File: src/design/afhc_pkg.sv
// ----------------------------------------------------------------------------
// afhc_pkg: shared constants for the autofocus hill-climb controller
// Phase codes, decision codes, config register indexes, reset values and field widths.
// ----------------------------------------------------------------------------
package afhc_pkg;

  // field widths
  localparam int SHARP_W    = 31;
  localparam int TH_W       = 16;
  localparam int STEP_W     = 7;
  localparam int FSTEP_W    = 5;
  localparam int PHASE_W    = 3;
  localparam int POS_OUT_W  = 8;
  localparam int CFG_IDX_W  = 3;
  localparam int CFG_DATA_W = 16;
  localparam int PROD_W     = SHARP_W + TH_W;
  localparam int DEC_W      = 3;

  // search phases
  localparam logic [PHASE_W-1:0] PH_COARSE  = 3'd0;
  localparam logic [PHASE_W-1:0] PH_FINE    = 3'd1;
  localparam logic [PHASE_W-1:0] PH_HOLD    = 3'd2;
  localparam logic [PHASE_W-1:0] PH_PROBE_R = 3'd3;
  localparam logic [PHASE_W-1:0] PH_PROBE_L = 3'd4;

  // probe decisions
  localparam logic [DEC_W-1:0] DEC_FLAT      = 3'd0;
  localparam logic [DEC_W-1:0] DEC_LOCAL_MAX = 3'd1;
  localparam logic [DEC_W-1:0] DEC_LEFT      = 3'd2;
  localparam logic [DEC_W-1:0] DEC_RIGHT     = 3'd3;
  localparam logic [DEC_W-1:0] DEC_WIDEN     = 3'd4;

  // config register indexes
  localparam logic [CFG_IDX_W-1:0] CFG_COARSE_STEP     = 3'd0;
  localparam logic [CFG_IDX_W-1:0] CFG_FINE_STEP       = 3'd1;
  localparam logic [CFG_IDX_W-1:0] CFG_TRACK_STEP      = 3'd2;
  localparam logic [CFG_IDX_W-1:0] CFG_WIDE_TRACK_STEP = 3'd3;
  localparam logic [CFG_IDX_W-1:0] CFG_RATIO_THRESHOLD = 3'd4;

  // config reset values
  localparam logic [STEP_W-1:0]  RST_COARSE_STEP     = 7'd20;
  localparam logic [FSTEP_W-1:0] RST_FINE_STEP       = 5'd2;
  localparam logic [STEP_W-1:0]  RST_TRACK_STEP      = 7'd8;
  localparam logic [STEP_W-1:0]  RST_WIDE_TRACK_STEP = 7'd16;
  localparam logic [TH_W-1:0]    RST_RATIO_THRESHOLD = 16'd200;

endpackage

File: src/design/autofocus_hill_climb_controller.sv
// ----------------------------------------------------------------------------
// autofocus_hill_climb_controller: contrast autofocus hill-climb sequencer
// Takes one frame sharpness per item and returns the next lens position.
// ----------------------------------------------------------------------------
// Usage:
//   Input channel (in_valid_i / in_stall_o) carries frame_sharpness_i and
//   refocus_request_i. Output channel (out_valid_o / out_stall_i) carries
//   focus_position_o and search_phase_o, one result per item.
//   The config port (cfg_we_i, cfg_index_i, cfg_wdata_i) writes the step
//   sizes and ratio threshold; write only while the block is idle.
// Sequencing:
//   An accepted item moves to the done state, and its result is written to
//   the output register when that register is free; the next item can be
//   accepted once the result is committed. A left-probe item with a nonzero
//   ratio_threshold first runs the ratio test as a shift-add multiply on one
//   adder, one threshold bit per cycle, up to the top set bit of
//   ratio_threshold.
//   One item is worked on at a time; in_stall_o is high while it runs.
// Stall:
//   A result sits in an output register. The next item is accepted while it
//   waits; that item's result is held back until the register drains.
// Reset:
//   Config returns to defaults, search restarts at the coarse sweep with the
//   lens at -1 (first result is position coarse step - 1). No clearing pass.
// ----------------------------------------------------------------------------
module autofocus_hill_climb_controller
  import afhc_pkg::*;
#(
  parameter int FOCUS_MAX = 255
) (
  input  logic                  clk_i,
  input  logic                  rst_ni,
  input  logic                  in_valid_i,
  output logic                  in_stall_o,
  input  logic [SHARP_W-1:0]    frame_sharpness_i,
  input  logic                  refocus_request_i,
  output logic                  out_valid_o,
  input  logic                  out_stall_i,
  output logic [POS_OUT_W-1:0]  focus_position_o,
  output logic [PHASE_W-1:0]    search_phase_o,
  input  logic                  cfg_we_i,
  input  logic [CFG_IDX_W-1:0]  cfg_index_i,
  input  logic [CFG_DATA_W-1:0] cfg_wdata_i
);

  localparam int LW = $clog2(FOCUS_MAX + 1);
  localparam int WW = LW + 9;
  localparam logic signed [WW-1:0] MAX_X = WW'(FOCUS_MAX);

  localparam logic [1:0] S_IDLE = 2'd0;
  localparam logic [1:0] S_MUL  = 2'd1;
  localparam logic [1:0] S_DONE = 2'd2;

  function automatic logic signed [LW:0] clip_pos(input logic signed [WW-1:0] v);
    logic signed [WW-1:0] r;
    r = v;
    if (v > MAX_X) r = MAX_X;
    else if (v < 0) r = '0;
    return (LW+1)'(r);
  endfunction

  // config
  logic [STEP_W-1:0]  coarse_q, track_q, wide_q;
  logic [FSTEP_W-1:0] fine_q;
  logic [TH_W-1:0]    ratio_q;

  // search state
  logic [1:0]           state_q;
  logic [PHASE_W-1:0]   phase_q, phase_d;
  logic signed [LW:0]   lens_q, lens_d;
  logic [LW-1:0]        limit_q, limit_d;
  logic [STEP_W-1:0]    pd_q, pd_d;
  logic [SHARP_W-1:0]   best_s_q, best_s_d;
  logic signed [LW:0]   best_p_q, best_p_d;
  logic                 first_q, first_d;
  logic [SHARP_W-1:0]   right_q, right_d;
  logic                 pend_q, pend_clr;

  // item datapath
  logic [SHARP_W-1:0]   s_q, diff_q;
  logic                 r_gt_q;
  logic [PROD_W-1:0]    acc_q, mcand_q;
  logic [TH_W-1:0]      mplier_q;

  // output register
  logic                 out_valid_q;
  logic [POS_OUT_W-1:0] pos_out_q;
  logic [PHASE_W-1:0]   phase_out_q;

  logic in_acc, out_free, commit;
  logic [DEC_W-1:0] dec;

  assign in_stall_o = (state_q != S_IDLE);
  assign in_acc     = in_valid_i && !in_stall_o;
  assign out_free   = !out_valid_q || !out_stall_i;
  assign commit     = (state_q == S_DONE) && out_free;

  assign out_valid_o      = out_valid_q;
  assign focus_position_o = pos_out_q;
  assign search_phase_o   = phase_out_q;

  always_ff @(posedge clk_i or negedge rst_ni) begin
    if (!rst_ni) begin
      coarse_q <= RST_COARSE_STEP;
      fine_q   <= RST_FINE_STEP;
      track_q  <= RST_TRACK_STEP;
      wide_q   <= RST_WIDE_TRACK_STEP;
      ratio_q  <= RST_RATIO_THRESHOLD;
    end else if (cfg_we_i) begin
      unique case (cfg_index_i)
        CFG_COARSE_STEP:     coarse_q <= cfg_wdata_i[STEP_W-1:0];
        CFG_FINE_STEP:       fine_q   <= cfg_wdata_i[FSTEP_W-1:0];
        CFG_TRACK_STEP:      track_q  <= cfg_wdata_i[STEP_W-1:0];
        CFG_WIDE_TRACK_STEP: wide_q   <= cfg_wdata_i[STEP_W-1:0];
        CFG_RATIO_THRESHOLD: ratio_q  <= cfg_wdata_i[TH_W-1:0];
        default: ;
      endcase
    end
  end

  // widened working copies
  logic [STEP_W-1:0]    cstep, fstep;
  logic signed [WW-1:0] lens_x, lim_x, cstep_x, fstep_x, half_x, pd_x, best_new_x;
  logic                 hit;
  logic signed [LW:0]   best_new;

  assign cstep      = (coarse_q == '0) ? STEP_W'(1) : coarse_q;
  assign fstep      = (fine_q == '0) ? STEP_W'(1) : STEP_W'(fine_q);
  assign lens_x     = WW'(lens_q);
  assign lim_x      = WW'($signed({1'b0, limit_q}));
  assign cstep_x    = WW'($signed({1'b0, cstep}));
  assign fstep_x    = WW'($signed({1'b0, fstep}));
  assign half_x     = WW'($signed({1'b0, cstep[STEP_W-1:1]}));
  assign pd_x       = WW'($signed({1'b0, pd_q}));
  assign hit        = first_q || (s_q > best_s_q);
  assign best_new   = hit ? lens_q : best_p_q;
  assign best_new_x = WW'(best_new);

  // left-probe decision; left sharpness equals current, so only the right
  // difference matters. Significant means floor(diff / s) >= threshold.
  logic sig;
  assign sig = ({{TH_W{1'b0}}, diff_q} >= acc_q);

  always_comb begin
    dec = DEC_FLAT;
    if (s_q != '0 && pd_q <= track_q) begin
      if (ratio_q == '0) begin
        dec = (r_gt_q && diff_q >= s_q) ? DEC_RIGHT : DEC_WIDEN;
      end else if (sig) begin
        dec = r_gt_q ? DEC_RIGHT : DEC_LEFT;
      end
    end
  end

  logic signed [WW-1:0] lens_n, lim_n;

  always_comb begin
    phase_d  = phase_q;
    lens_n   = lens_x;
    lim_n    = lim_x;
    pd_d     = pd_q;
    best_s_d = best_s_q;
    best_p_d = best_p_q;
    first_d  = first_q;
    right_d  = right_q;
    pend_clr = 1'b0;
    case (phase_q)
      PH_COARSE: begin
        if (hit) begin
          best_s_d = s_q;
          best_p_d = lens_q;
        end
        first_d = 1'b0;
        if (lens_x > lim_x - cstep_x) begin
          lim_n   = best_new_x + half_x;
          lens_n  = best_new_x - half_x;
          first_d = 1'b1;
          phase_d = PH_FINE;
        end else begin
          lens_n = lens_x + cstep_x;
        end
      end
      PH_FINE: begin
        if (hit) begin
          best_s_d = s_q;
          best_p_d = lens_q;
        end
        first_d = 1'b0;
        if (lens_x > lim_x - fstep_x) begin
          lens_n  = best_new_x;
          pd_d    = track_q;
          phase_d = PH_HOLD;
        end else begin
          lens_n = lens_x + fstep_x;
        end
      end
      PH_HOLD: begin
        if (pend_q) begin
          pend_clr = 1'b1;
          phase_d  = PH_COARSE;
          lim_n    = MAX_X;
          first_d  = 1'b1;
        end else begin
          phase_d = PH_PROBE_R;
          right_d = '0;
          lens_n  = lens_x + pd_x;
        end
      end
      PH_PROBE_R: begin
        phase_d = PH_PROBE_L;
        right_d = s_q;
        lens_n  = lens_x - pd_x - pd_x;
      end
      PH_PROBE_L: begin
        phase_d = PH_HOLD;
        case (dec)
          DEC_RIGHT: begin
            lens_n = lens_x + pd_x + pd_x;
            pd_d   = track_q;
          end
          DEC_LEFT: pd_d = track_q;
          DEC_WIDEN: begin
            pd_d   = wide_q;
            lens_n = lens_x + WW'($signed({1'b0, wide_q}));
          end
          default: begin
            lens_n = lens_x + pd_x;
            pd_d   = track_q;
          end
        endcase
      end
      default: ;
    endcase
    lens_d  = clip_pos(lens_n);
    limit_d = LW'(clip_pos(lim_n));
  end

  // sequencer and search state
  always_ff @(posedge clk_i or negedge rst_ni) begin
    if (!rst_ni) begin
      state_q  <= S_IDLE;
      phase_q  <= PH_COARSE;
      lens_q   <= '1;
      limit_q  <= LW'(FOCUS_MAX);
      pd_q     <= '0;
      best_s_q <= '0;
      best_p_q <= '0;
      first_q  <= 1'b1;
      right_q  <= '0;
      pend_q   <= 1'b0;
    end else begin
      unique case (state_q)
        S_IDLE: begin
          if (in_acc) begin
            pend_q  <= pend_q | refocus_request_i;
            state_q <= (phase_q == PH_PROBE_L && ratio_q != '0) ? S_MUL : S_DONE;
          end
        end
        S_MUL: begin
          if ((mplier_q >> 1) == '0) state_q <= S_DONE;
        end
        S_DONE: begin
          if (out_free) begin
            state_q  <= S_IDLE;
            phase_q  <= phase_d;
            lens_q   <= lens_d;
            limit_q  <= limit_d;
            pd_q     <= pd_d;
            best_s_q <= best_s_d;
            best_p_q <= best_p_d;
            first_q  <= first_d;
            right_q  <= right_d;
            if (pend_clr) pend_q <= 1'b0;
          end
        end
        default: state_q <= S_IDLE;
      endcase
    end
  end

  // item datapath: captures sharpness and right difference, then shift-add multiply of threshold by sharpness
  always_ff @(posedge clk_i) begin
    if (in_acc) begin
      s_q      <= frame_sharpness_i;
      r_gt_q   <= right_q > frame_sharpness_i;
      diff_q   <= (right_q > frame_sharpness_i) ? right_q - frame_sharpness_i
                                                : frame_sharpness_i - right_q;
      acc_q    <= '0;
      mcand_q  <= PROD_W'(frame_sharpness_i);
      mplier_q <= ratio_q;
    end else if (state_q == S_MUL) begin
      if (mplier_q[0]) acc_q <= acc_q + mcand_q;
      mcand_q  <= mcand_q << 1;
      mplier_q <= mplier_q >> 1;
    end
  end

  // output register
  always_ff @(posedge clk_i or negedge rst_ni) begin
    if (!rst_ni) begin
      out_valid_q <= 1'b0;
    end else if (commit) begin
      out_valid_q <= 1'b1;
    end else if (out_valid_q && !out_stall_i) begin
      out_valid_q <= 1'b0;
    end
  end

  always_ff @(posedge clk_i) begin
    if (commit) begin
      pos_out_q   <= POS_OUT_W'(lens_d);
      phase_out_q <= phase_d;
    end
  end

  // checks
  a_lens_range: assert property (@(posedge clk_i) disable iff (!rst_ni)
    (lens_q <= (LW+1)'(FOCUS_MAX)) && (lens_q >= -1))
    else $error("lens position out of range");

  a_mul_nonzero: assert property (@(posedge clk_i) disable iff (!rst_ni)
    (state_q == S_MUL) |-> (mplier_q != '0))
    else $error("multiply step with empty multiplier");

  a_done_holds: assert property (@(posedge clk_i) disable iff (!rst_ni)
    (state_q == S_DONE && out_valid_q && out_stall_i) |=> (state_q == S_DONE))
    else $error("result committed over a waiting result");

  a_phase_legal: assert property (@(posedge clk_i) disable iff (!rst_ni)
    (phase_q <= PH_PROBE_L) && (search_phase_o <= PH_PROBE_L || !out_valid_q))
    else $error("illegal search phase");

endmodule

File: config.mk
export PLATFORM = sky130hd
export DESIGN_NAME = autofocus_hill_climb_controller
export DESIGN_NICKNAME = d
export VERILOG_FILES = /design/src/design/afhc_pkg.sv /design/src/design/autofocus_hill_climb_controller.sv
export SDC_FILE = /design/constraint.sdc
export NUM_CORES = 1
export LEC_CHECK = 0
export BUFFER_PORTS_ARGS = -buffer_cell sky130_fd_sc_hd__buf_2
export CAP_MARGIN = 30
export CORE_MARGIN = 5
export CORE_UTILIZATION = 55
export DETAILED_ROUTE_END_ITERATION = 12
export GPL_TIMING_DRIVEN = 1
export PLACE_DENSITY = 0.76
export SLEW_MARGIN = 20
export SYNTH_ARGS = -nofsm -noshare
export SYNTH_HDL_FRONTEND = slang
export SYNTH_SLANG_ARGS = --single-unit
File: constraint.sdc
create_clock -name clk_i -period 6.1 [get_ports clk_i]
set_input_delay 0.915 -clock clk_i [delete_from_list [all_inputs] [get_ports clk_i]]
set_output_delay 0.915 -clock clk_i [all_outputs]
set_load 0.05 [all_outputs]
**Word level (Yosys, flattened, before mapping)**

Index checks and enable logic that the tools add are counted.

- Register bits: 329
- Bits in latches: 0
- Bits in writable memories: 0
- Bits in read-only memories: 0
- Input bits: 56
- Logic and storage cells: 163
- Memories: 0

- $add $sub $neg: 14
- Multipliers: 0
- Divide/modulo/power cells: 0
- $lt $le $gt $ge: 11
- Equality and inequality tests: 20
- Shift operators: 0
- Muxes and demuxes: 50
- Bitwise gates (word level): 1
- Reduce and logical (&&, ||, !) cells: 42

Operators by type and width:

| operator | number |
|---|---|
| $mux W31 | 4 |
| $pmux W17 S5 | 1 |
| $mux W17 | 4 |
| $gt A31 B31 Y1 | 2 |
| $pmux W31 S2 | 1 |
| $sub A31 B31 Y31 | 2 |
| $pmux W17 S3 | 1 |
| $add A47 B47 Y47 | 1 |
| $ge A31 B47 Y1 | 1 |
| $gt A17 B9 Y1 const B | 2 |
| $lt A17 B1 Y1 const B | 2 |
| $pmux W17 S2 | 1 |
| $logic_not A16 Y1 | 2 |
| $mux W16 | 2 |
| $ge A31 B31 Y1 | 1 |
| $reduce_bool A31 Y1 | 1 |
| $add A9 B8 Y10 | 3 |
| $mux W9 | 3 |
| $mux W8 | 3 |
| $mux W7 | 3 |
| $reduce_and A4 Y1 | 5 |
| $eq A3 B2 Y1 const B | 6 |
| $gt A9 B9 Y1 | 2 |
| $add A17 B8 Y17 | 1 |
| 36 further kinds | 84 |

**Longest topological paths before layout**

- Depth in word-level cells: 11
- Mapped depth: 25
- Mapped depth without buffers: 24

**Worst setup path after synthesis**

OpenSTA, ideal clock, no wires.

- Kind: reg2reg
- Start point: register s_q[18]
- End point: register pos_out_q[6], in the netlist focus_position_o[6] (data pin)
- Setup time: 0.259 ns
- Data arrival time: 4.917 ns
- Slack: 0.924 ns
- Stages on the path, launching flop included: 23
- Period minus slack after synthesis: 5.176 ns
- Cell sequence: edfxtp_1 > ha_1 > a21o_1 > a21o_1 > a2111oi_2 > o21ai_1 > o21ai_2 > and2_1 > buf_4 > clkbuf_1 > mux2_2 > ha_1 > clkbuf_1 > o21ai_0 > a21boi_0 > o211ai_1 > nand2_1 > a2111oi_0 > a311oi_1 > a221o_1 > a31o_2 > o211ai_1 > nand2_1

- Elaborated cells on any way between the ends: 22

RTL lines:

| item | line | source |
|---|---|---|
| from (decl) | autofocus_hill_climb_controller.sv:80 | `logic [SHARP_W-1:0] s_q, diff_q;` |
| from (signal assigned) | autofocus_hill_climb_controller.sv:284 | `s_q <= frame_sharpness_i;` |
| $gt A31 B31 Y1 * | autofocus_hill_climb_controller.sv:135 | `assign hit = first_q \|\| (s_q > best_s_q);` |
| $logic_or A1 B1 Y1 * | autofocus_hill_climb_controller.sv:135 |  |
| $mux W9 * | - |  |
| net best_new[2] | autofocus_hill_climb_controller.sv:125 | `logic signed [LW:0] best_new;` |
| $sub A9 B7 Y10 | autofocus_hill_climb_controller.sv:176 | `lens_n = best_new_x - half_x;` |
| $mux W17 | autofocus_hill_climb_controller.sv:174 | `if (lens_x > lim_x - cstep_x) begin` |
| $pmux W17 S5 * | autofocus_hill_climb_controller.sv:167 | `case (phase_q)` |
| $lt A17 B1 Y1 | autofocus_hill_climb_controller.sv:58 | `else if (v < 0) r = '0;` |
| $mux W9 | autofocus_hill_climb_controller.sv:58 |  |
| $mux W9 * | autofocus_hill_climb_controller.sv:57 | `if (v > MAX_X) r = MAX_X;` |
| net lens_d[6] | autofocus_hill_climb_controller.sv:70 | `logic signed [LW:0] lens_q, lens_d;` |
| to (signal assigned) | autofocus_hill_climb_controller.sv:311 | `pos_out_q <= POS_OUT_W'(lens_d);` |
| to (decl) | autofocus_hill_climb_controller.sv:87 | `logic [POS_OUT_W-1:0] pos_out_q;` |

Mark *: on every way through the listed nets, which the timed path passes. The rest lies on a longest branch.
A chain may end at the register's enable or synchronous reset.

**Final worst setup path**

- Start point: register s_q[18]
- End point: register lens_q[3]

- Elaborated cells on any way between the ends: 22

RTL lines:

| item | line | source |
|---|---|---|
| $gt A31 B31 Y1 * | autofocus_hill_climb_controller.sv:135 |  |
| $logic_or A1 B1 Y1 * | autofocus_hill_climb_controller.sv:135 |  |
| $mux W9 * | - |  |
| net best_new[3] | autofocus_hill_climb_controller.sv:125 |  |
| $sub A9 B7 Y10 | autofocus_hill_climb_controller.sv:176 |  |
| $mux W17 | autofocus_hill_climb_controller.sv:174 |  |
| $pmux W17 S5 * | autofocus_hill_climb_controller.sv:167 |  |
| $lt A17 B1 Y1 | autofocus_hill_climb_controller.sv:58 |  |
| $mux W9 | autofocus_hill_climb_controller.sv:58 |  |
| $mux W9 * | autofocus_hill_climb_controller.sv:57 |  |
| net lens_d[3] | autofocus_hill_climb_controller.sv:70 |  |
| to (signal assigned) | autofocus_hill_climb_controller.sv:266 | `lens_q <= lens_d;` |
| to (decl) | autofocus_hill_climb_controller.sv:70 |  |

Marked as above.

==> flow_summary.ini <==
[critical_path]
cp_top_family = compound AO/OA/AOI/OAI gates
crit_buf_inv = 1
crit_arrival_ps = 6320
start_kind = register
max_stage_delay_ps = 530
crit_fanout = 13
crit_required_ps = 6600
cp_num_cells = 21
r2r_cells = 21
slowest_stage = o2111ai_2
path_cells = ha_1 > a21o_1 > a21o_1 > a2111oi_2 > o21ai_1 > o21ai_2 > and2_1 > buf_4 > mux2_2 > ha_1 > o21ai_0 > o21bai_1 > a21oi_1 > nand3_1 > xnor2_1 > a211oi_1 > a211oi_1 > nand3_1 > o2111ai_2 > o21ai_1 > mux2_2
endpoint_kind = register
critical_path_class = reg -> reg

[clock_tree]
cts_hold_buffers = 0
clk_pin_slew_worst_paths_ps = 60
cts_buffer_depth = 3
cts_made_buffers = 38
clockRootBuffer = clkbuf_16
cts_tree = built
cts.sinks = 329
clk_latency_ps = 570
htreeDepth = 2

[yosys]
ys_seq_area_frac = 0.340
yosys-top-cells-area = ha_1, edfxtp_1, dfrtp_1, nand2_1, dfxtp_1
netlist.area_leader.share = 0.145
syn_area_per_cell_sq_um = 8.57
synth_edf_count = 121
syn-cell-area_sq_mm = 0.0252
yosysTopAreaCell = ha_1
synth_seq_cells = 329
synth_nets = 3296
synthArstFlopShare = 0.441
ys_warn_count = 0
synthCells = 2937
synth.distinct_cells = 93
synthFlopType = edfxtp_1

[sta]
fmax_ghz = 0.172
tns_ps = 0
finalSetupViolations = 0
fin_skew_ps = 32.4
period_share = 0.955
fin_hold_ws_ps = 331
hold_viol_final = 0
min_period_ps = 5820
layout_setup_ws_ps = 277
worstMarginPinSlew_ps = 1170
slew_headroom = 0.208
drv_slew = 0
rsz0062_at_grt = false

[placed_design]
gp_congestion = 0.981
port_buffers = 68
place_area_sq_mm = 0.0261
post-place-ws_ps = 411
place_hpwl_microns = 57600
place_inst = 3522

[floorplanning]
design.core.area_sq_mm = 0.0453
rows = 78
ios = 69
die_w_microns = 224
dieArea_sq_mm = 0.0501
start_util = 0.556
die_h_microns = 224

[power_and_ir_drop]
p_clk_frac = 0.170
p_leak_nw = 12.0
peakVddDrop_mv = 0.380
p_comb_frac = 0.559
power_frac_seq = 0.270
p_sw_frac = 0.457
switching_power_mw = 6.55
power.total_mw = 14.3
powerDensity_mw_per_mm2 = 523
intPower_mw = 7.78

[global_route]
grt_usage = 0.295
grt_max_degree = 69
grt.overflow.total = 0
antenna_found_initial = 0
grt_first_pass_wirelength_microns = 119000
grt_pass1_vias = 21821

[route]
vias = 22059
drtAntennaViolNets = 0
wl_per_cell_microns = 21.0
routed_wirelength_microns = 75400
vias_per_cell = 6.14
drt_iter0_drc = 1840
drc = 0
drtPass1Iterations = 6

[finish]
area_delta_synth_final_pct = 9.01
fin_util = 0.606
stdcell_area_sq_mm = 0.0274
drive_gt1_frac = 0.0939
fin_nets = 3321
antenna_cells = 0
final_common_cell = nand2_1
fin_cells = 3592
final_cell_mix = nand2_1, ha_1, inv_1, a21oi_1, o21ai_0

[worst_hold_path]
min_path_type = in -> async

[status]
status = completed

[job]
max-cap-violations = 0
## state kept, by name, indices dropped and copies added (netlist names), 2 cells and up
signal and flops:
search_phase_o 3, coarse_q 7, mcand_q 47, track_q 7, acc_q 47, wide_q 7
limit_q 8, diff_q 31, lens_q 9, right_q 31, state_q 2, fine_q 5
best_p_q 9, s_q 31, phase_q 3, pd_q 7, mplier_q 16, best_s_q 31
focus_position_o 8, ratio_q 16
## repair_timing
item / CTS / global route
setup endpoints to repair: 0 / 1
setup buffers: 0 / 0
resized for setup: 0 / 1
## power by group through the flow
stage	sequential (mW)	clock [mW]	combinational [mW]
after global placement	3.87	0	7.64
after CTS	3.86	2.48	7.92
final	3.87	2.44	8.02
after floorplan	3.72	0	5.78
after detailed placement	3.90	0	7.85
after global routing	3.94	2.57	8.86
## Yosys cell counts, types with 26 or more instances
cell	count
xor2_1	29
nand4_1	35
dfxtp_1	63
nand2b_1	28
inv_1	253
mux2i_1	28
a21o_1	94
mux2_2	46
a211oi_1	32
o21a_1	36
o21ai_0	233
a21oi_1	248
nor4_1	29
nand3_1	51
clkbuf_1	96
nor2_1	153
nand2_1	421
nor2b_1	32
ha_1	291
nor3_1	44
dfrtp_1	119
edfxtp_1	121
dfstp_2	26
xnor2_1	81
## routing by layer
metal	GRT usage	routed length (microns)	up-vias
li1	-	-	10543
met1	0.368	30800	10552
met2	0.500	36000	764
met3	0.0366	4280	200
met4	0.156	4310	0
met5	0	0	-
## worst paths after layout
| path | start | endpoint | slack (ps) |
|---|---|---|---|
| setup / recovery | s_q[18]$_DFFE_PP_ | lens_q[3]$_DFFE_PN1P_ | 280 |
| hold / removal | rst_ni | right_q[18]$_DFFE_PN0P_ | 330 |
| setup reg to reg | s_q[18]$_DFFE_PP_ | lens_q[3]$_DFFE_PN1P_ | 280 |
| hold reg to reg | mcand_q[46]$_SDFFE_PP0P_ | mcand_q[46]$_SDFFE_PP0P_ | 470 |
| max in group asynchronous | rst_ni | track_q[2]$_DFFE_PN0P_ | 4480 |
| min in group clk_i | mcand_q[46]$_SDFFE_PP0P_ | mcand_q[46]$_SDFFE_PP0P_ | 470 |
## area by class of cell
| type | instances | area (sq um) |
|---|---|---|
| clock buffer | 49 | 1110 |
| multi-input combinational | 2234 | 15200 |
| clock inverter | 21 | 221 |
| sequential | 329 | 8560 |
| tap | 600 | 751 |
| timing repair buffer | 103 | 609 |
| inverter | 256 | 963 |
| fill | 3957 | 17900 |
## worst register-to-register path, stage by stage, from the launching register on
cell and delay, ps:
edfxtp_1 460, ha_1 350, a21o_1 170, a21o_1 190
a2111oi_2 350, o21ai_1 140, o21ai_2 370, and2_1 280
buf_4 250, mux2_2 370, ha_1 370, o21ai_0 260
o21bai_1 90, a21oi_1 310, nand3_1 150, xnor2_1 160
a211oi_1 70, a211oi_1 280, nand3_1 130, o2111ai_2 530
o21ai_1 170, mux2_2 300
## kinds of logic (layout without fill, tap and decap cells)
group	after synthesis	after routing	share of synthesized area
and+or+nand+nor	876	876	0.159
xor gates and xnor gates	110	110	0.0383
adders and majority gates	305	305	0.155
buffers and inverters	374	429	0.0567
DFF	329	329	0.340
AOI/OAI and AO/OA	869	869	0.220
muxes	74	74	0.0317
Note: power is estimated with default switching activity, not from simulation.
